`src/design/sorted_key_table_search_defines.svh`:
```
// Assertion macros for the sorted key table search block
`ifndef SORTED_KEY_TABLE_SEARCH_DEFINES_SVH
`define SORTED_KEY_TABLE_SEARCH_DEFINES_SVH
// assert a property on the rising clock edge, off during reset
`define SKTS_ASSERT(label, prop, msg) \
  label: assert property (@(posedge clk_i) disable iff (!rst_ni) (prop)) else $error(msg);
// assert a property that must also hold while reset is applied
`define SKTS_ASSERT_ALWAYS(label, prop, msg) \
  label: assert property (@(posedge clk_i) (prop)) else $error(msg);
`endif

```
`src/design/skts_pkg.sv`:
```
// Package: sizes, opcodes and status codes of the sorted key table search block
`default_nettype none
package skts_pkg;
  localparam int unsigned TableDepth = 64;
  localparam int unsigned KeyBytes   = 8;
  localparam int unsigned TagWidth   = 16;
  localparam int unsigned KeyW       = 8 * KeyBytes;
  localparam int unsigned AddrW      = $clog2(TableDepth);
  localparam int unsigned CntW       = AddrW + 1;
  localparam int unsigned PosW       = 6;

  localparam logic [1:0] OpClear  = 2'd0;
  localparam logic [1:0] OpAppend = 2'd1;
  localparam logic [1:0] OpSort   = 2'd2;
  localparam logic [1:0] OpLookup = 2'd3;

  localparam logic [1:0] StOk   = 2'd0;
  localparam logic [1:0] StMiss = 2'd1;
  localparam logic [1:0] StFull = 2'd2;

  typedef struct packed {
    logic [KeyW-1:0]     key;
    logic [TagWidth-1:0] tag;
  } rec_t;
endpackage
`default_nettype wire

```
`src/design/skts_if.sv`:
```
// Interfaces: command and result channels with valid/ready handshake
`default_nettype none
interface skts_cmd_if;
  logic        valid;
  logic        ready;
  logic [1:0]  opcode;
  logic [63:0] search_key;
  logic [15:0] record_tag;
  modport source (output valid, opcode, search_key, record_tag, input ready);
  modport sink (input valid, opcode, search_key, record_tag, output ready);
endinterface

interface skts_rsp_if;
  logic        valid;
  logic        ready;
  logic [1:0]  status;
  logic [5:0]  position;
  logic [15:0] found_tag;
  modport source (output valid, status, position, found_tag, input ready);
  modport sink (input valid, status, position, found_tag, output ready);
endinterface
`default_nettype wire

```
`src/design/skts_ctrl.sv`:
```
// Sequencer: clear, append, insertion sort and binary search over the record memory
`default_nettype none
`include "sorted_key_table_search_defines.svh"
module skts_ctrl
  import skts_pkg::*;
(
  input  wire logic             clk_i,
  input  wire logic             rst_ni,
  skts_cmd_if.sink              cmd,
  skts_rsp_if.source            rsp,
  output logic                  we_o,
  output logic [AddrW-1:0]      waddr_o,
  output rec_t                  wdata_o,
  output logic [AddrW-1:0]      raddr_o,
  input  wire rec_t             rdata_i
);
  typedef enum logic [3:0] {
    S_IDLE, S_SI_RD, S_SI_WT, S_SJ_RD, S_SJ_WT, S_SJ_CMP, S_LK_RD, S_LK_WT, S_LK_CMP, S_OUT
  } state_e;

  state_e           state_q;
  logic [CntW-1:0]  count_q;
  logic [CntW-1:0]  i_q, j_q;
  rec_t             cur_q;
  logic [KeyW-1:0]  key_q;
  logic signed [CntW:0] lo_q, hi_q;
  logic [AddrW-1:0] mid_q;
  logic [1:0]       st_q;
  logic [PosW-1:0]  pos_q;
  logic [TagWidth-1:0] ftag_q;
  logic             rvalid_q;

  logic signed [CntW+1:0] sum;
  assign sum = {lo_q[CntW], lo_q} + {hi_q[CntW], hi_q};

  assign cmd.ready = (state_q == S_IDLE) && !rvalid_q;
  assign rsp.valid = rvalid_q;
  assign rsp.status = st_q;
  assign rsp.position = pos_q;
  assign rsp.found_tag = ftag_q;

  always_comb begin
    we_o = 1'b0;
    waddr_o = count_q[AddrW-1:0];
    wdata_o = '{key: cmd.search_key[KeyW-1:0], tag: cmd.record_tag[TagWidth-1:0]};
    raddr_o = i_q[AddrW-1:0];
    case (state_q)
      S_IDLE: begin
        we_o = cmd.valid && cmd.ready && cmd.opcode == OpAppend && count_q < CntW'(TableDepth);
      end
      S_SJ_RD, S_SJ_WT: raddr_o = AddrW'(j_q - 1'b1);
      S_SJ_CMP: begin
        we_o = 1'b1;
        waddr_o = j_q[AddrW-1:0];
        wdata_o = (j_q != '0 && rdata_i.key > cur_q.key) ? rdata_i : cur_q;
      end
      S_LK_RD: raddr_o = mid_q;
      default: ;
    endcase
  end

  always_ff @(posedge clk_i or negedge rst_ni) begin
    if (!rst_ni) begin
      state_q <= S_IDLE;
      count_q <= '0;
      rvalid_q <= 1'b0;
    end else begin
      if (rsp.valid && rsp.ready) rvalid_q <= 1'b0;
      case (state_q)
        S_IDLE: if (cmd.valid && cmd.ready) begin
          st_q <= StOk; pos_q <= '0; ftag_q <= '0;
          key_q <= cmd.search_key[KeyW-1:0];
          case (cmd.opcode)
            OpClear: begin count_q <= '0; state_q <= S_OUT; end
            OpAppend: begin
              if (count_q < CntW'(TableDepth)) count_q <= count_q + 1'b1;
              else st_q <= StFull;
              state_q <= S_OUT;
            end
            OpSort: begin i_q <= CntW'(1); state_q <= S_SI_RD; end
            default: begin
              lo_q <= '0;
              hi_q <= (CntW+1)'($signed({1'b0, count_q}) - 1);
              state_q <= S_LK_CMP;
            end
          endcase
        end
        S_SI_RD: begin
          if (i_q >= count_q) state_q <= S_OUT;
          else state_q <= S_SI_WT;
        end
        S_SI_WT: begin j_q <= i_q; state_q <= S_SJ_RD; end
        S_SJ_RD: begin
          if (j_q == '0) state_q <= S_SJ_CMP;
          else state_q <= S_SJ_WT;
        end
        S_SJ_WT: state_q <= S_SJ_CMP;
        S_SJ_CMP: begin
          if (j_q != '0 && rdata_i.key > cur_q.key) begin
            j_q <= j_q - 1'b1; state_q <= S_SJ_RD;
          end else begin
            i_q <= i_q + 1'b1; state_q <= S_SI_RD;
          end
        end
        S_LK_CMP: begin
          if (lo_q > hi_q) begin st_q <= StMiss; state_q <= S_OUT; end
          else begin mid_q <= AddrW'(sum >>> 1); state_q <= S_LK_RD; end
        end
        S_LK_RD: state_q <= S_LK_WT;
        S_LK_WT: begin
          if (rdata_i.key == key_q) begin
            pos_q <= PosW'(mid_q); ftag_q <= rdata_i.tag; state_q <= S_OUT;
          end else if (rdata_i.key < key_q) begin
            lo_q <= (CntW+1)'($signed({2'b0, mid_q}) + 1); state_q <= S_LK_CMP;
          end else begin
            hi_q <= (CntW+1)'($signed({2'b0, mid_q}) - 1); state_q <= S_LK_CMP;
          end
        end
        S_OUT: begin rvalid_q <= 1'b1; state_q <= S_IDLE; end
        default: state_q <= S_IDLE;
      endcase
      if (state_q == S_SI_WT) cur_q <= rdata_i;
    end
  end

  // S_SJ_CMP with j==0 reads stale data; guarded by j_q check, writes cur_q
  `SKTS_ASSERT(a_cnt_max, count_q <= CntW'(TableDepth), "entry count overflow")
  `SKTS_ASSERT(a_no_accept_busy, (state_q != S_IDLE) |-> !cmd.ready, "accept while busy")
  `SKTS_ASSERT(a_rsp_hold, (rsp.valid && !rsp.ready) |=> rsp.valid, "result dropped")
endmodule
`default_nettype wire

```
`src/flat_wrapper.sv`:
```
// flat-port wrapper written by rule: the top's interface ports become plain ports
module skts_ctrl_flat import skts_pkg::*;
  (clk_i, rst_ni, we_o, waddr_o, wdata_o, raddr_o, rdata_i, cmd_valid, cmd_opcode, cmd_search_key, cmd_record_tag, cmd_ready, rsp_valid, rsp_status, rsp_position, rsp_found_tag, rsp_ready);
  skts_cmd_if cmd_i ();
  skts_rsp_if rsp_i ();
  input  wire logic clk_i;
  input  wire logic rst_ni;
  output logic we_o;
  output logic [AddrW-1:0] waddr_o;
  output rec_t wdata_o;
  output logic [AddrW-1:0] raddr_o;
  input  wire rec_t rdata_i;
  input wire logic [$bits(cmd_i.valid)-1:0] cmd_valid;
  input wire logic [$bits(cmd_i.opcode)-1:0] cmd_opcode;
  input wire logic [$bits(cmd_i.search_key)-1:0] cmd_search_key;
  input wire logic [$bits(cmd_i.record_tag)-1:0] cmd_record_tag;
  output wire logic [$bits(cmd_i.ready)-1:0] cmd_ready;
  output wire logic [$bits(rsp_i.valid)-1:0] rsp_valid;
  output wire logic [$bits(rsp_i.status)-1:0] rsp_status;
  output wire logic [$bits(rsp_i.position)-1:0] rsp_position;
  output wire logic [$bits(rsp_i.found_tag)-1:0] rsp_found_tag;
  input wire logic [$bits(rsp_i.ready)-1:0] rsp_ready;
  assign cmd_i.valid = cmd_valid;
  assign cmd_i.opcode = cmd_opcode;
  assign cmd_i.search_key = cmd_search_key;
  assign cmd_i.record_tag = cmd_record_tag;
  assign cmd_ready = cmd_i.ready;
  assign rsp_valid = rsp_i.valid;
  assign rsp_status = rsp_i.status;
  assign rsp_position = rsp_i.position;
  assign rsp_found_tag = rsp_i.found_tag;
  assign rsp_i.ready = rsp_ready;
  skts_ctrl u_core (.clk_i(clk_i), .rst_ni(rst_ni), .cmd(cmd_i), .rsp(rsp_i), .we_o(we_o), .waddr_o(waddr_o), .wdata_o(wdata_o), .raddr_o(raddr_o), .rdata_i(rdata_i));
endmodule
```
`config.mk`:
```
export PLATFORM = sky130hd
export DESIGN_NAME = skts_ctrl_flat
export DESIGN_NICKNAME = d
export VERILOG_FILES = /design/src/design/skts_pkg.sv /design/src/design/skts_if.sv /design/src/design/skts_ctrl.sv /design/src/flat_wrapper.sv
export VERILOG_INCLUDE_DIRS = /design/src /design/src/design
export SDC_FILE = /design/constraint.sdc
export NUM_CORES = 1
export LEC_CHECK = 0
export BUFFER_PORTS_ARGS = -buffer_cell sky130_fd_sc_hd__buf_4
export CAP_MARGIN = 25
export CORE_MARGIN = 10
export CORE_UTILIZATION = 45
export CTS_CLUSTER_SIZE = 28
export DETAILED_ROUTE_END_ITERATION = 8
export GPL_TIMING_DRIVEN = 1
export PLACE_DENSITY = 0.65
export SETUP_SLACK_MARGIN = 0.1
export SYNTH_ARGS = -nofsm -noshare
export SYNTH_HDL_FRONTEND = slang
export SYNTH_SLANG_ARGS = --single-unit
```
`constraint.sdc`:
```
create_clock -name clk_i -period 12.7 [get_ports clk_i]
set_input_delay 2.54 -clock clk_i [delete_from_list [all_inputs] [get_ports clk_i]]
set_output_delay 2.54 -clock clk_i [all_outputs]
set_load 0.05 [all_outputs]
```
== Yosys cells after proc, flatten, opt, wreduce, memory -nomap -nowiden ==
Index checks and enable logic that the tools add are counted.

* Bits in registers: 216
* Input port bits: 166

* Add/sub/neg operators: 7
* Magnitude comparators: 5
* Equal/unequal tests: 23
* Muxes and demuxes: 44
* Bitwise logic cells: 1
* Reduce and logical (&&, ||, !) cells: 30

{| class="wikitable"
|+ Operators with widths
! operator !! count
|-
| $mux W80 || 2
|-
| $eq A64 B64 Y1 || 1
|-
| $gt A64 B64 Y1 || 1
|-
| $lt A64 B64 Y1 || 1
|-
| $mux W8 || 8
|-
| $pmux W7 S2 || 3
|-
| $pmux W4 S9 || 1
|-
| $mux W7 || 5
|-
| $mux W16 || 2
|-
| $pmux W16 S2 || 1
|-
| $pmux W8 S2 || 2
|-
| $pmux W6 S2 || 2
|-
| $mux W6 || 3
|-
| $eq A4 B3 Y1 const B || 4
|-
| $add A7 B1 Y7 const B || 2
|-
| $ne A2 B2 Y1 const B || 7
|-
| $mux W4 || 3
|-
| $reduce_and A4 Y1 || 3
|-
| $reduce_and A6 Y1 || 2
|-
| $reduce_bool A2 Y1 || 6
|-
| $mux W2 || 5
|-
| $reduce_and A3 Y1 || 3
|-
| $eq A4 B2 Y1 const B || 2
|-
| $eq A4 B4 Y1 const B || 2
|-
| 27 further kinds || 39
|}

== Logic depth before layout (Yosys ltp) ==
Gate-level depths: netlist (run 1).

* Depth after elaboration: 6
* Gate-level depth with buffers: 12
* Gate-level depth less buffers: 10

== Worst setup path after synthesis (run 1) ==
Ideal clock, no wire load.

* Path type: input port to flip-flop
* From: in rst_ni
* To: reg u_core.j_q[0], enable pin
* Arrival: 10.992 ns
* Required time: 12.363 ns
* Setup slack: 1.372 ns
* Stages: 3
* Path buffers: 0
* Path through: inv_1 -> nor4_1 -> a31o_2

* Word-level cells in the longest chain between the ends: 1

{| class="wikitable"
|+ Ends and longest elaborated chain
! item !! RTL line !! text
|-
| start, declared || flat_wrapper.sv:7 || <nowiki>input wire logic rst_ni;</nowiki>
|-
| $reduce_and A3 Y1 (no line) || -- ||
|-
| end signal, assigned || skts_ctrl.sv:92 || <nowiki>S_SI_WT: begin j_q <= i_q; state_q <= S_SJ_RD; end</nowiki>
|-
| end signal, assigned || skts_ctrl.sv:100 || <nowiki>j_q <= j_q - 1'b1; state_q <= S_SJ_RD;</nowiki>
|-
| end, declared || skts_ctrl.sv:23 || <nowiki>logic [CntW-1:0] i_q, j_q;</nowiki>
|}

Every way passes these cells.
A chain may end at the register's enable or synchronous reset.

==> results by stage, run 1 <==
Power:
- Of the total power, the share spent switching nets is 39.5%.
- Sequential cells account for between 30% and 40% of the total power.
- In this run the power spent charging and discharging nets is 0.00106 W.
- In this run the static leakage power is roughly 7.4 nW.
- The worst voltage drop across the vdd grid is 0.137 mV.
- The clock network is responsible for 25.0% of the overall power.
- The total power is 0.00267 W.
- Internal power comes to 0.00162 W.
- The power per cell area is 162 mW/mm^2.
- The logic gate share of total power is around two fifths.

Clock tree:
- TritonCTS built the clock tree.
- For the worst-skew pair, the clock arrives at the later sink with an insertion delay of 520 ps.
- The clock net in this run drives a total of 215 sinks.
- Hold repair after CTS inserted 0 buffers.
- The clock-pin transition on the worst setup and hold timing paths is 60 ps.
- The count of H-tree levels built during CTS is 1.
- Post-CTS repair changed the size of 0 cells.
- The root buffer cell is clkbuf_16.
- The post-CTS setup repair buffer count is 0.
- TritonCTS created 25 clock buffers.
- No sink is reached through more buffers than the 3 on the longest clock path.

Synth:
- Among all flip-flop cells after synthesis, the most frequent one is edfxtp_1.
- The mapped netlist covers 0.0134 mm^2.
- Sequential elements use 47.9% of the synthesized area.
- The top cell type by total area after synthesis is edfxtp_1.
- The proportion of register bits with asynchronous set or reset after synthesis is 5.58%.
- The number of distinct library cell variants in the gate-level netlist after synthesis is 56.
- edfxtp_1 is the most common cell in the netlist.
- Counting every instance in the synthesized netlist gives 1,266.
- The share of the synthesized area in the top cell type is around 46%.
- The count of flip-flops with a built-in enable after synthesis is 203.
- The total number of yosys warnings is 0.
- In this run the mean area of a mapped cell was 10.6 um^2.
- The net count of the mapped netlist is 1,587.
- Counting instances in the post-synthesis netlist gives the leading cell types as edfxtp_1, inv_1, ha_1.
- After synthesis the netlist holds a flip-flop and latch count of between 200 and 250.
- Ranked by total cell area, the synthesized netlist is headed by edfxtp_1, ha_1, mux2i_1, a21oi_1, inv_1.

STA:
- Setup violations remaining at the end of the flow were counted as 0.
- The smallest hold slack is 590 ps.
- The clock arrives with about 11 ps of skew.
- The final-report max-slew violation count is 0.
- The number of endpoints with negative hold slack in the final report came to 0.
- The worst-case headroom to the max-slew limit is between 30 and 40%.
- The final clock period utilization by the worst path is 64.2%.
- Derived from the worst setup path, the maximum achievable clock frequency is 0.123 GHz.
- The slew of the pin with the lowest slew margin is 961 ps.
- The shortest period the worst path allows is 8150 ps.
- Setup repair after global routing left no endpoint under its margin.
- The total negative setup slack is 0 ps.

Die:
- In this run the horizontal extent of the chip is about 190 um.
- Pin placement for this block handled 285 I/O pins.
- The initial standard-cell utilization of the core is a little under half.
- The die is 192 um tall.
- The floorplan has 63 rows.
- The floorplan die area is 0.0370 mm^2.
- The core footprint is 0.0295 mm^2.

GRT:
- The overall track demand over capacity in global routing is 19.3%.
- The pin count of the biggest net entering global routing is 72.
- The number of global-route vias before repair was 10,600.
- The first-pass GRT wire length is 57,100 um.
- The number of antenna violations at the first check in global routing is 1.
- The global route total overflow is 0.

Routing:
- In the routed layout, each cell is associated on average with a via count of 5.30.
- In the final routed layout, each cell accounts on average for 18.8 um.
- For this block, the initial DRC count from the detailed router was 467.
- After detailed routing, the number of remaining DRC violations is 0.
- In this run the remaining antenna-violating nets after routing total 0.
- The first TritonRoute pass finished after 5 iterations.
- The total wirelength of the detailed-routed design is around 37,000 um.
- The total vias in the final route is between 10,000 and 15,000.

Worst setup path:
- The worst setup path is launched from an input port.
- The largest single stage delay on the critical path is 610 ps.
- The number of buffers and inverters on the critical path is 3.
- The critical path is of the input port to output pin type.
- For the worst setup path, the data required time is 10,160 ps.
- The slack of the worst reg-to-reg path is between 9000 and 10,000 ps.
- The data arrival time of the critical path is 5610 ps.
- The cell that appears most often on the critical path is buf_4.
- The largest fanout on the critical path is 39.
- On the critical path, the stage with the largest delay is an instance of buf_4.
- The worst setup path is captured at an output pin.
- Walking the worst path, the cells encountered are buf_4 > ha_1 > nand4_1 > nor4_1 > and2_1 > o21ai_2 > a21oi_4 > buf_4 > mux2i_1 > a21oi_1 > buf_4.
- The family with the most delay on the worst path is simple AND/OR/NAND/NOR gates.

Place:
- The wire-length estimate of the detail-placed layout is 28,300 um.
- Routability-driven placement finished with a final weighted congestion of 0.879.
- During placement, the flow inserted port buffers numbering 284.

Run:
- Across the run, the number of max-cap violations was 0.

Hold path:
- The worst hold path belongs to the class register to register.

Final layout:
- For this run, the post-layout net count is around 1,900.
- 0 antenna diodes ended up in the layout.
- The area growth from synthesis to layout is 23.7%.
- The layout cell share with drive strength beyond 1 is 21.9%.
- Cells fill around 56% of the core in the end.

Run status:
- The flow ran to the end, and the final reports show no timing, DRC or antenna violations.
## kinds of logic (layout without fill, tap and decap cells)
family | count (synthesis) | count (layout) | synth area share, %
adders and majority gates | 155 | 155 | 14.6
buffers and inverters | 201 | 497 | 6.66
AOI/OAI and AO/OA | 262 | 262 | 11.5
and+or+nand+nor | 324 | 324 | 11.4
xor gates and xnor gates | 27 | 27 | 1.77
DFF | 215 | 215 | 47.9
muxes | 82 | 82 | 6.15
## through the flow
stage / setup slack [ps] / std cells / instance area [um^2]
2_1_floorplan: 1370 / 1266 / 13400
3_3_place_gp: 4610 / 1908 / 15800
3_5_place_dp: 4600 / 1908 / 15800
4_1_cts: 4590 / 1952 / 16500
5_1_grt: 4300 / 1952 / 16500
6_report: 4550 / 1952 / 16500
## routing by layer
layer	GRT usage (%)	vias up	wire, um
met4	3.79	2	569
met3	4.82	42	3170
li1	-	5102	-
met2	31.2	327	16400
met5	0	-	13
met1	25.7	4871	16400
## worst paths after layout
path / start / end / depth (start not counted)
setup / recovery: rdata_i[74] / wdata_o[17] / 11
hold / removal: u_core.rsp.valid$_DFFE_PN0P_ / u_core.rsp.valid$_DFFE_PN0P_ / 2
setup reg to reg: u_core.state_q[3]$_DFFE_PN0N_ / u_core.state_q[1]$_DFFE_PN0N_ / 6
hold reg to reg: u_core.rsp.valid$_DFFE_PN0P_ / u_core.rsp.valid$_DFFE_PN0P_ / 2
max in group asynchronous: rst_ni / u_core.state_q[3]$_DFFE_PN0N_ / 1
min in group asynchronous: rst_ni / u_core.count_q[0]$_DFFE_PN0P_ / 1
## final cells by class
class                   count  area [um^2]
fillers                  2623        13000
multi-input cells         850         6100
flip-flops and latches    215         6400
clock buffers              38          684
clock inverters             6         56.3
inverters                 160          601
well taps                 390          488
repair buffers            293         2200
## power by group through the flow
stage	clock network [W]	logic (W)	registers, W
6_report	0.000667	0.00105	0.000951
5_1_grt	0.000714	0.00115	0.000962
4_1_cts	0.000686	0.00107	0.000950
3_5_place_dp	0	0.00106	0.000964
3_3_place_gp	0	0.00105	0.000963
2_1_floorplan	0	0.000692	0.00100
## worst register-to-register path, stage by stage, from the launching register on
cell and delay [ps]:
dfrtp_1 510, nand2b_1 310, nor2_4 790, buf_4 670, buf_4 700, a21oi_1 260
o21ai_0 120
## state kept, by name, indices dropped and copies added, names as in the netlist
signal,count
u_core.i_q,7
u_core.cur_q,80
u_core.j_q,7
u_core.rsp.valid,1
u_core.rsp.found_tag,16
u_core.key_q,64
u_core.lo_q,7
u_core.count_q,7
u_core.mid_q,6
u_core.rsp.position,6
u_core.rsp.status,2
u_core.state_q,4
u_core.hi_q,8
## layout by cell type (no fill, tap or decap), types with 6 or more instances in the layout
cell / instances
a211oi_1: 8
a21o_1: 23
a21oi_1: 136
and2_1: 23
buf_4: 293
clkbuf_1: 12
clkbuf_16: 25
dfrtp_1: 12
edfxtp_1: 203
ha_1: 154
inv_1: 160
mux2i_1: 81
nand2_1: 56
nand2b_1: 9
nand3_1: 25
nand4_1: 32
nor2_1: 128
nor3_1: 14
nor4_1: 6
o211ai_1: 7
o21ai_0: 47
xnor2_1: 17
xor2_1: 10
Power figures use the tool's default switching activity.
==> run 2, diff against run 1 <==
- ABC_AREA: not set -> 1
- clock period: 12.7 -> 8.3 ns (I/O delays scaled with it)
==> run 2 against run 1 <==
First-iteration DRC count rose by 57%. Routed wire length increased by 15%. Via count up 16%. Worst setup slack worse by 2400 ps. Critical path depth up 6. Clock power grew 71%. Combinational power rose by 71%. Cell count is 20% higher. Flip-flop and latch count unchanged. Area after synthesis grew 4.4%. Cell area grew 5.1%. Largest power group unchanged.
==> results by stage, run 2 <==
Final layout:
- For this run, the share of the core covered by cells in the final layout is 56.8%.
- The number of antenna diodes in the final layout is 0.
- The post-route netlist has roughly 18% of its cells at a drive strength greater than 1.
- Leaving out fill and tap cells, the most frequent cells in the layout are nand2_1, inv_1, buf_4.
- The area growth from synthesis to layout is 24.5%.
- The number of fill cells in the layout is roughly 2,800.
- After the last flow step, the layout net total stands at 2,251.
- Ranked by flip-flop count, first place goes to u_core.cur_q.
- The library cell used most frequently in the layout, excluding fill and tap cells, is nand2_1.
- The area of all sequential standard cells is 0.00640 mm^2.
- After routing the design area is 0.0174 mm^2.
- The register with the most flip-flops in the layout has 80 of them.
- The area used by multi-input combinational logic is 0.00615 mm^2.

Clock tree:
- The longest clock path from root to sink contains 3 buffers.
- After clock tree synthesis, the repair step resized 0 gates.
- The count of H-tree levels built during CTS is 1.
- CTS placed an instance of clkbuf_16 at the clock tree root.
- CTS saw about 220 sinks.
- The insertion delay of the later-clocked pin in the worst-skew pair is 530 ps.
- The post-CTS setup repair buffer count is 0.
- Buffers inserted to repair hold after CTS numbered 0.
- Clock tree synthesis inserted a total of 26 buffers.
- The clock-pin transition on the worst setup and hold timing paths is 60 ps.
- The clock tree from TritonCTS is built.

Routing:
- The post-detailed-route wirelength per cell is 18.0 um.
- Dividing the detail-routed via count by the number of cells gives 5.13.
- Once detail routing completed, the nets flagged for antenna violations numbered 0.
- The number of DRC violations after detailed-routing iteration 0 is 731.
- The routed design has 42,300 um of wire.
- For this block, the via count after detailed routing is 12,000.
- The first-pass detailed-route iteration total is 7.
- In the routed design, unresolved DRC markers number 0.

GRT:
- The global route total overflow is 0.
- Global routing used 21.1% of the available tracks.
- The first-pass GRT wire length is 66,000 um.
- The pin count of the biggest net entering global routing is 93.
- The number of antenna violations at the first check in global routing is 0.
- The number of global-route vias before repair is approximately 12,000.

Synth:
- The post-synthesis cell count is about 1,700.
- After synthesis, the share of flip-flops with an asynchronous set or reset is 5.58%.
- The portion of synthesized area spent on multiplexers is 0%.
- nand2_1 is the most common cell in the netlist.
- Of the post-synthesis cell area, the dominant cell type holds 43.7%.
- The net count of the mapped netlist is 1,978.
- The mean cell area of the mapped netlist is 8.42 um^2.
- The post-synth design cell area is between 0.01 and 0.015 mm^2.
- The compound-cell area share of the yosys netlist is approximately 6.8%.
- The synthesized design contains 203 enable-type register cells.
- Of the total synthesized cell area, the portion taken by full adders, half adders and majority gates is 14.0%.
- Yosys attributes the largest share of cell area to edfxtp_1, ha_1, nand2_1, inv_1, nand3_1.
- After synthesis, the most frequently instantiated cells are nand2_1, inv_1, edfxtp_1.
- Yosys printed 0 warnings.
- The number of different library cells used by synthesis comes to 42.
- Sequential elements use 45.8% of the synthesized area.
- The number of storage elements in the synthesis netlist is 215.
- The synthesized netlist devotes 22.2% of its cell area to simple gates.
- After synthesis, the largest family of logic cells by area is simple AND/OR/NAND/NOR gates.
- The post-synthesis xor/xnor area fraction is 0.879%.
- The biggest area contributor in the post-synthesis netlist is edfxtp_1.
- For this run, the leading register cell type out of synthesis is edfxtp_1.

Worst setup path:
- STA puts the critical path data required time at 6640 ps.
- The worst register-to-register path has a setup slack of 4720 ps.
- For the worst flop-to-flop path, the logic depth is 16.
- STA puts the critical path data arrival time at 4450 ps.
- The capturing point of the worst reg2reg path is u_core.j_q[4]$_DFFE_PP_.
- The nature of the critical path endpoint is an output pin.
- The cell at the slowest stage of the critical path is buf_4.
- In this run the worst setup path terminates at wdata_o[51].
- The critical setup path kind is input port to output pin.
- The largest fanout on the critical path is 81.
- By instance count, the cell type seen most on the critical path is nand2_1.
- The critical path startpoint category is an input port.
- The launch point of the worst reg-to-reg path is u_core.cur_q[63]$_DFFE_PP_.
- On the worst path, the slowest cell contributes a delay of 800 ps.
- The signal on the critical path passes through buf_4 > ha_1 > nand2_1 > inv_1 > nand3_1 > nor3_2 > inv_1 > nor2_1 > nand2_1 > clkinv_1 > nand2_1 > nand2_4 > buf_4 > nand3_1 > nand3_1 > nand2_1 > buf_4.
- The worst setup path startpoint is rdata_i[63].

Power:
- The total power is 0.00442 W.
- Across the VDD grid, the largest voltage drop is 0.134 mV.
- The power per cell area is 255 mW/mm^2.
- The leakage power total is 8.63 nW.

Place:
- The count of buffers inserted at the top-level ports is 284.
- Prior to clock tree synthesis, the placed netlist has a worst setup slack of 2080 ps.
- The HPWL reported at the end of detailed placement is about 31,000 um.
- The post-placement cell area is 0.0164 mm^2.
- The routability congestion estimate from global placement is around 0.9.

STA:
- Headroom to the max-slew limit came out at 28.3%.
- The slew of the pin with the lowest slew margin is 1080 ps.
- The final worst-path setup slack is 2190 ps.
- The maximum clock frequency is 0.164 GHz.
- Setup repair after global routing left no endpoint under its margin.
- The total negative setup slack is 0 ps.
- The largest clock skew in the final design is 9.61 ps.
- Setup violations remaining at the end of the flow were counted as 0.
- The number of endpoints with negative hold slack in the final report is 0.
- The shortest period the worst path allows is 6110 ps.
- The final-report max-slew violation count is 0.
- After layout, the worst path uses 73.6% of the clock period.

Die:
- The floorplan has 64 rows.
- The floorplan step defined a core boundary enclosing about 0.031 mm^2.
- Measured along the y axis, the die boundary spans approximately 200 um.
- From left edge to right edge, the die measures roughly 200 um.
- The floorplan die area is 0.0384 mm^2.
- The initial standard-cell utilization of the core is 45.6%.
- The number of I/O pins is around 290.

Hold path:
- The class of the most critical hold timing path is register to register.

Run status:
- The run finished with clean final reports.

Run:
- Across the run, the number of max-cap violations was 0.
[run 2: where the power goes]
group,internal [W],total [W],switching [W]
clock network,0.000687,0.00114,0.000458
logic,0.000535,0.00180,0.00126
registers,0.00140,0.00148,0.0000777
total,0.00263,0.00442,0.00180
[run 2: critical path: cells and delay by family]
family / cells / cell delay [ps]
buffers and inverters: 6 / 1310
adder cells (fa/ha/maj): 1 / 300
AND/OR/NAND/NOR: 10 / 1180
[run 2: worst min-delay path by stage]
stage                                             start                           end  slack [ps]  depth (start not counted)
final                     u_core.state_q[2]$_DFFE_PN0N_  u_core.rsp.valid$_DFFE_PN0P_         540                          1
after global routing      u_core.state_q[2]$_DFFE_PN0N_  u_core.rsp.valid$_DFFE_PN0P_         570                          1
after CTS                 u_core.state_q[2]$_DFFE_PN0N_  u_core.rsp.valid$_DFFE_PN0P_         540                          1
after detailed placement  u_core.state_q[2]$_DFFE_PN0N_  u_core.rsp.valid$_DFFE_PN0P_         530                          1
after global placement    u_core.state_q[2]$_DFFE_PN0N_  u_core.rsp.valid$_DFFE_PN0P_         530                          1
after floorplan           u_core.state_q[2]$_DFFE_PN0N_  u_core.rsp.valid$_DFFE_PN0P_         490                          1
[run 2: area by class of cell]
| cell class | instances | share of cell area, % |
|---|---|---|
| Tap cell | 396 | 2.85 |
| Timing Repair Buffer | 295 | 13.1 |
| Inverter | 322 | 6.97 |
| Multi-Input combinational cell | 1070 | 35.4 |
| Clock inverter | 13 | 0.807 |
| Clock buffer | 35 | 4.06 |
| Sequential cell | 215 | 36.8 |
[run 2: kinds of logic (layout without fill, tap and decap cells)]
family          count (synthesis)  in the layout
simple gates                  729            729
xor+xnor                       14             14
buf+inv                       372            665
flops                         215            215
fa+ha+maj                     155            155
compound gates                172            172
[run 2: per-layer routing]
layer	vias to the layer above	part of all wire, %	global-route usage [%]
li1	6000	-	-
met4	0	1.8	5.12
met5	-	0	0
met1	5609	45	27.3
met3	51	7.7	5.13
met2	379	46	34.9
[run 2: metrics by stage]
step / std cells / hold slack (ps)
2_1_floorplan: 1657 / 491
3_3_place_gp: 2294 / 525
3_5_place_dp: 2295 / 531
4_1_cts: 2343 / 539
5_1_grt: 2346 / 568
6_report: 2346 / 537
